## src/rtl/sitda_pkg.sv

```systemverilog
package sitda_pkg;

  // one ascii character
  typedef logic [7:0] char_t;

  localparam char_t DIGIT_BASE = 8'd48;  // '0'
  localparam char_t DIGIT_NINE = 8'd57;  // '9'
  localparam char_t MINUS_CHAR = 8'd45;  // '-'

endpackage

```

## src/rtl/sitda_dabble.sv

```systemverilog
// one shift-add-3 step: add 3 to every bcd digit of 5 or more, then shift in the next binary bit
module sitda_dabble #(
  parameter int NDIG = 10
) (
  input  logic [4*NDIG-1:0] bcd,
  input  logic              bit_in,
  output logic [4*NDIG-1:0] bcd_next
);

  logic [4*NDIG-1:0] adj;

  always_comb begin
    adj = bcd;
    for (int i = 0; i < NDIG; i++) begin
      if (bcd[4*i +: 4] >= 4'd5) begin
        adj[4*i +: 4] = bcd[4*i +: 4] + 4'd3;
      end
    end
    bcd_next = {adj[4*NDIG-2:0], bit_in};
  end

endmodule

```

## src/rtl/sitda_out_reg.sv

```systemverilog
// single output register between the sequencer and the character channel
module sitda_out_reg
  import sitda_pkg::*;
(
  input  logic  clk,
  input  logic  rst,
  input  logic  push,
  input  char_t push_char,
  input  logic  push_last,
  output logic  free,
  output logic  char_valid,
  input  logic  char_ready,
  output char_t ascii_char,
  output logic  last
);

  assign free = !char_valid || char_ready;

  always_ff @(posedge clk) begin
    if (rst) begin
      char_valid <= 1'b0;
    end else if (free) begin
      char_valid <= push;
    end
  end

  always_ff @(posedge clk) begin
    if (push && free) begin
      ascii_char <= push_char;
      last       <= push_last;
    end
  end

endmodule

```

## src/rtl/signed_int_to_decimal_ascii.sv

```systemverilog
// Signed integer to decimal ascii text. Each item on the value channel is a
// two's complement integer of VALUE_BITS bits; the block sends its decimal
// text one character per item on the char channel, most significant first,
// with a leading '-' for negative values and no leading zeros (zero gives a
// single '0'). The most negative value prints through its true magnitude.
// The final character of each number carries last = 1. For each item the
// block takes the item and forms its magnitude, shifts the magnitude msb
// first through the shared shift-add-3 unit (one binary bit per cycle),
// then puts out the sign if negative, then walks the decimal positions, one
// per cycle, where leading zero positions are skipped without output and a
// digit or the sign waits while the output register is full. value_ready is
// high only between numbers; a finished character waits in the output
// register, so the next number can be taken while the last character of the
// previous one is still held.
module signed_int_to_decimal_ascii
  import sitda_pkg::*;
#(
  parameter int VALUE_BITS = 32
) (
  input  logic                         clk,
  input  logic                         rst,
  input  logic signed [VALUE_BITS-1:0] value,
  input  logic                         value_valid,
  output logic                         value_ready,
  output char_t                        ascii_char,
  output logic                         last,
  output logic                         char_valid,
  input  logic                         char_ready
);

  // decimal positions needed for VALUE_BITS of magnitude
  localparam int NDIG     = (VALUE_BITS * 30103) / 100000 + 1;
  localparam int BCD_BITS = 4 * NDIG;
  localparam int CNT_BITS = $clog2(VALUE_BITS + 1);
  localparam int REM_BITS = $clog2(NDIG + 1);

  typedef enum logic [1:0] {
    ST_IDLE,
    ST_CONV,
    ST_SIGN,
    ST_EMIT
  } state_t;

  state_t                state;
  logic [VALUE_BITS-1:0] value_u;
  logic [VALUE_BITS-1:0] mag;       // magnitude, shifted out msb first
  logic                  neg;
  logic [BCD_BITS-1:0]   bcd;       // decimal digits being built
  logic [BCD_BITS-1:0]   bcd_next;
  logic [CNT_BITS-1:0]   cnt;       // binary bits still to shift in
  logic [REM_BITS-1:0]   rem;       // decimal positions still to walk
  logic                  started;   // a nonzero digit has gone out
  logic [3:0]            top_digit;
  logic                  skip;
  logic                  out_free;
  logic                  push;
  char_t                 push_char;
  logic                  push_last;

  assign value_u     = $unsigned(value);
  assign value_ready = (state == ST_IDLE);
  assign top_digit   = bcd[BCD_BITS-1 -: 4];

  // leading zero position: drop it, except the units position
  assign skip = !started && (top_digit == 4'd0) && (rem != REM_BITS'(1));

  // shared shift-add-3 unit
  sitda_dabble #(
    .NDIG(NDIG)
  ) u_dabble (
    .bcd     (bcd),
    .bit_in  (mag[VALUE_BITS-1]),
    .bcd_next(bcd_next)
  );

  sitda_out_reg u_out (
    .clk       (clk),
    .rst       (rst),
    .push      (push),
    .push_char (push_char),
    .push_last (push_last),
    .free      (out_free),
    .char_valid(char_valid),
    .char_ready(char_ready),
    .ascii_char(ascii_char),
    .last      (last)
  );

  // character offered to the output register
  always_comb begin
    push      = 1'b0;
    push_char = DIGIT_BASE + {4'b0000, top_digit};
    push_last = (rem == REM_BITS'(1));
    case (state)
      ST_SIGN: begin
        push      = neg && out_free;
        push_char = MINUS_CHAR;
        push_last = 1'b0;
      end
      ST_EMIT: begin
        push = out_free && !skip;
      end
      default: begin
      end
    endcase
  end

  // sequencer
  always_ff @(posedge clk) begin
    if (rst) begin
      state <= ST_IDLE;
    end else begin
      case (state)
        ST_IDLE: begin
          if (value_valid) begin
            neg   <= value_u[VALUE_BITS-1];
            mag   <= value_u[VALUE_BITS-1] ? (~value_u + 1'b1) : value_u;
            bcd   <= '0;
            cnt   <= CNT_BITS'(VALUE_BITS);
            state <= ST_CONV;
          end
        end
        ST_CONV: begin
          bcd <= bcd_next;
          mag <= mag << 1;
          cnt <= cnt - 1'b1;
          if (cnt == CNT_BITS'(1)) begin
            state <= ST_SIGN;
          end
        end
        ST_SIGN: begin
          // sign goes out first when negative
          if (!neg || out_free) begin
            rem     <= REM_BITS'(NDIG);
            started <= 1'b0;
            state   <= ST_EMIT;
          end
        end
        ST_EMIT: begin
          if (skip || push) begin
            bcd <= bcd << 4;
            rem <= rem - 1'b1;
            if (push) begin
              started <= 1'b1;
            end
            if (rem == REM_BITS'(1)) begin
              state <= ST_IDLE;
            end
          end
        end
        default: begin
          state <= ST_IDLE;
        end
      endcase
    end
  end

`ifndef ASSERT_OFF
  // a taken number keeps the block busy on the next cycle
  a_busy_after_take: assert property (@(posedge clk) disable iff (rst)
    (value_valid && value_ready) |=> !value_ready)
    else $error("ready right after taking a number");

  // only '-' or a decimal digit leaves the block
  a_char_legal: assert property (@(posedge clk) disable iff (rst)
    char_valid |-> (ascii_char == MINUS_CHAR ||
                    (ascii_char >= DIGIT_BASE && ascii_char <= DIGIT_NINE)))
    else $error("illegal character on output");

  // the sign never ends a number
  a_sign_not_last: assert property (@(posedge clk) disable iff (rst)
    (char_valid && ascii_char == MINUS_CHAR) |-> !last)
    else $error("minus sign flagged as last");
`endif

endmodule

```

## config.mk

```make
export PLATFORM = sky130hd
export DESIGN_NAME = signed_int_to_decimal_ascii
export DESIGN_NICKNAME = d
export VERILOG_FILES = /design/src/rtl/sitda_pkg.sv /design/src/rtl/sitda_dabble.sv /design/src/rtl/sitda_out_reg.sv /design/src/rtl/signed_int_to_decimal_ascii.sv
export SDC_FILE = /design/constraint.sdc
export NUM_CORES = 1
export LEC_CHECK = 0
export ABC_CLOCK_PERIOD_IN_PS = 8250
export BUFFER_PORTS_ARGS = -buffer_cell sky130_fd_sc_hd__clkbuf_2
export CORE_ASPECT_RATIO = 1.2
export CORE_UTILIZATION = 55
export DETAILED_ROUTE_END_ITERATION = 16
export PLACE_DENSITY_LB_ADDON = 0.12
export SETUP_SLACK_MARGIN = 0.1
export SLEW_MARGIN = 20
export SYNTH_ARGS = -nofsm -noshare
export SYNTH_HDL_FRONTEND = slang
export SYNTH_SLANG_ARGS = --single-unit
```

## constraint.sdc

```tcl
create_clock -name clk -period 8.25 [get_ports clk]
set_input_delay 1.65 -clock clk [delete_from_list [all_inputs] [get_ports clk]]
set_output_delay 1.65 -clock clk [all_outputs]
set_load 0.02 [all_outputs]
```

==> impl_summary.txt <==
----------------------------------------------------
[Place]
  Number of input and output port buffers inserted ... 43
  Worst Setup Slack post-DPL ... 4600 ps
  Detailed placement HPWL ... 7540 microns
  Routability-driven placement congestion ratio ... 0.833

[Pwr]
  PD cells ... 307 nW/um^2
  Leakage power total ... 0.00227 uW
  Peak ir drop on the vdd network ... 0.000130 V
  Power Total ... 1910 uW

[Min path]
  Worst min-delay path startpoint ... mag[31]
  Hold Path Class ... reg -> reg
  Hold Path Depth ... 1
  Hold EP ... bcd[0]

[STA]
  Smallest setup slack after layout ... 4960 ps
  Actual transition at the worst max-transition pin ... 840 ps
  Maximum clock skew at final layout ... 8.31 ps
  RSZ-0062 raised after global routing ... no
  Setup TNS ... 0 ps
  Hold violation count in the final report ... 0
  Relative slew slack ... 43.9%
  Minimum clock period after layout ... around 3300 ps
  Max-slew violation total from the final report ... 0
  Peak clock frequency supported by timing ... 0.304 GHz
  Setup-violating endpoint count in the final report ... 0
  Tcrit/Tclk final ... 39.9%

[Setup path]
  Worst Path Buf+Inv ... 1
  Cells along the critical path ... clkbuf_2 > nor4_2 > nand3_1 > o41ai_1 > xor2_1 > o21ai_0
  Terminus of the critical flop-to-flop path ... bcd[28]
  Crit. End Element ... flip-flop
  Total number of cells along the worst setup path ... 6
  Register-to-register path setup slack ... roughly 5500 ps
  Reg2Reg Launch Point ... state[0]
  Data required time at the worst endpoint ... 8310 ps
  Critical path's largest stage delay ... 560 ps
  Worst reg-to-reg path cell count ... 6
  Worst Path Max Fanout ... 6
  Critical Setup Path Class ... in -> reg
  Arrival time worst endpoint ... roughly 3400 ps
  Critical path startpoint category ... primary input
  Crit-path leading delay family ... simple AND/OR/NAND/NOR gates
  Critical Path Slowest Stage Cell ... sky130_fd_sc_hd__nor4_2

[Synth]
  Library cell occupying the most area in the post-synthesis netlist ... sky130_fd_sc_hd__edfxtp_1
  Mean cell area of the mapped netlist ... about 10 sq um
  Proportion of synthesized flip-flops having asynchronous set or reset ... 0%
  Sequential fraction of the synthesis area ... about half
  Top cells by area in the synthesized netlist ... sky130_fd_sc_hd__edfxtp_1 48%, sky130_fd_sc_hd__ha_1 6.7%, sky130_fd_sc_hd__o21ai_0 5.0%, sky130_fd_sc_hd__xor2_1 4.2%, sky130_fd_sc_hd__nand2_1 4.0%
  Number of synthesis warnings ... 0
  Synthesized instance count ... about 550
  Top cell type's share of synthesized area ... roughly half
  EDFF count, synth ... 90
  Synth Flop Type ... sky130_fd_sc_hd__edfxtp_1
  Distinct cells, synth ... 52
  Netlist area before placement ... 5610 sq um
  Seq cells post-synth ... 93

[CTS]
  Number of instances resized during post-cts repair ... 0
  Post-CTS clock slew at the launch and capture registers of the worst setup and hold paths ... 70 ps
  Buffer levels on the longest clock path ... 2
  CTS sink cnt ... 93
  Number of CTS-inserted buffers ... 9
  Buffer type at the clock tree root ... sky130_fd_sc_hd__clkbuf_16
  Clock tree from TritonCTS ... built
  Clock insertion delay at the later pin of the skew report ... approximately 340 ps
  Buffers inserted by post-CTS timing repair ... 0
  Number of buffers inserted for hold repair after clock tree synthesis ... 0
  Number of H-tree branching levels ... 3

[Global routing]
  GR Overflow Total ... 0
  Via count of the first global-routing pass ... roughly 4200
  Antenna violations before repair ... 0
  Overall global routing resource usage ... 22.5%
  Wire length of the first global-routing pass ... 18800 microns
  Maximum number of pins on one net before global-route repair ... 71

[Floorplan]
  Core area ... 9960 sq um
  Std-Cell Rows ... 40
  Initial cell density of the core ... 56.4%
  Vertical die dimension ... around 110 microns
  Ports ... 47
  Total Die Area ... 10600 sq um
  Horizontal die dimension ... 94.2 microns

[Detailed routing]
  DRC violations left ... 0
  Via count ... 4142
  Router iterations before antenna repair ... 4
  Wirelength per Cell ... 15.3 microns
  Vias per cell ... 5.81
  Number of design-rule violations left by the first detailed-router iteration ... 178
  Aggregate routed wire length ... 10900 microns
  Number of nets with antenna violations after detailed routing ... 0

[Job]
  Max-cap viol count ... 0

[Finish]
  Layout cells sized above 1 ... 14.0%
  Final-stage net count ... 648
  Number of antenna diodes ... 0
  Area added between synthesis and finish ... 10.7%
  Final standard cell utilization of the core ... 62.4%

[Run status]
  Run status ... finished, final reports clean

----------------------------------------------------
## cells in the mapped netlist (2+ instances only)
cell	n
sky130_fd_sc_hd__xor2_1	27
sky130_fd_sc_hd__o21ai_0	56
sky130_fd_sc_hd__dfxtp_1	3
sky130_fd_sc_hd__clkbuf_1	13
sky130_fd_sc_hd__and3_1	3
sky130_fd_sc_hd__conb_1	2
sky130_fd_sc_hd__ha_1	30
sky130_fd_sc_hd__mux2i_1	2
sky130_fd_sc_hd__nor2_1	31
sky130_fd_sc_hd__o32ai_1	8
sky130_fd_sc_hd__edfxtp_1	90
sky130_fd_sc_hd__nor2b_1	7
sky130_fd_sc_hd__or2_2	3
sky130_fd_sc_hd__nor3_1	10
sky130_fd_sc_hd__o22ai_1	13
sky130_fd_sc_hd__or3_4	2
sky130_fd_sc_hd__a31oi_1	2
sky130_fd_sc_hd__o41ai_1	9
sky130_fd_sc_hd__buf_1	9
sky130_fd_sc_hd__nor4b_1	2
sky130_fd_sc_hd__o31ai_1	7
sky130_fd_sc_hd__nor4_2	3
sky130_fd_sc_hd__nand2_1	60
sky130_fd_sc_hd__nand2b_1	14
sky130_fd_sc_hd__xnor2_1	19
sky130_fd_sc_hd__a22oi_1	3
sky130_fd_sc_hd__a22o_1	10
sky130_fd_sc_hd__buf_4	3
sky130_fd_sc_hd__nand3_1	2
sky130_fd_sc_hd__a41oi_1	3
sky130_fd_sc_hd__inv_1	37
sky130_fd_sc_hd__nand4_1	3
sky130_fd_sc_hd__nor3b_1	8
sky130_fd_sc_hd__a211oi_1	3
sky130_fd_sc_hd__a21oi_1	33
sky130_fd_sc_hd__mux2_2	2
## per-layer routing
metal	global-route usage (%)	wire (microns)
met4	6.56	127
met3	5.35	396
met5	0	0
met1	27.5	4760
met2	38.9	5610
## cell usage in the layout, fill, tap and decap left out, types with 13 or more instances in the layout
cell type                  instances
sky130_fd_sc_hd__o21ai_0          56
sky130_fd_sc_hd__ha_1             29
sky130_fd_sc_hd__inv_1            37
sky130_fd_sc_hd__nand2b_1         14
sky130_fd_sc_hd__a21oi_1          32
sky130_fd_sc_hd__nand2_1          60
sky130_fd_sc_hd__edfxtp_1         90
sky130_fd_sc_hd__nor2_1           31
sky130_fd_sc_hd__clkbuf_2         43
sky130_fd_sc_hd__o22ai_1          13
sky130_fd_sc_hd__xnor2_1          19
sky130_fd_sc_hd__xor2_1           27
## area by class of cell
type | instances | area (sq um)
fill | 817 | 3750
sequential | 93 | 2760
multi-input combinational | 393 | 2630
timing repair buffer | 47 | 245
clock buffer | 9 | 225
tap | 126 | 158
inverter | 38 | 143
clock inverter | 7 | 52.6
## cell families after synthesis
family / after synthesis / synth area share [%]
adder cells (fa/ha/maj): 30 / 6.69
AND/OR/NAND/NOR: 155 / 14.2
buffers and inverters: 63 / 4.41
other: 2 / 0.134
multiplexers: 5 / 1.03
flip-flops: 93 / 49.2
AO/OA/AOI/OAI: 154 / 17.2
XOR/XNOR: 46 / 7.18
## worst max path at each step
stage,start,slack [ps],to
3_5_place_dp,value[1],4600,mag[29]
2_1_floorplan,rst,1430,bcd[0]
5_1_grt,value[1],4760,mag[29]
6_report,value[1],4960,mag[21]
4_1_cts,value[1],4980,mag[21]
3_3_place_gp,value[10],4650,mag[29]
## state kept, by name, summed over array words and instances, names as in the netlist
name	flops
bcd	40
mag	32
cnt	6
u_out.ascii_char	5
rem	4
state	2
neg	1
started	1
u_out.char_valid	1
u_out.last	1
## power breakdown
group	leakage [uW]	internal (uW)	switching [uW]
Clock	0.000124	205	179
Sequential	0.000877	739	96.0
Combinational	0.00127	260	431
## per-stage QoR
stage | std cells | cell area, sq um | hold slack, ps
global route | 713 | 6210 | 546
CTS | 713 | 6210 | 534
finish | 713 | 6210 | 533
detailed placement | 697 | 5940 | 512
global placement | 697 | 5940 | 510
floorplan | 549 | 5620 | 500
Power figures use the tool's default switching activity.
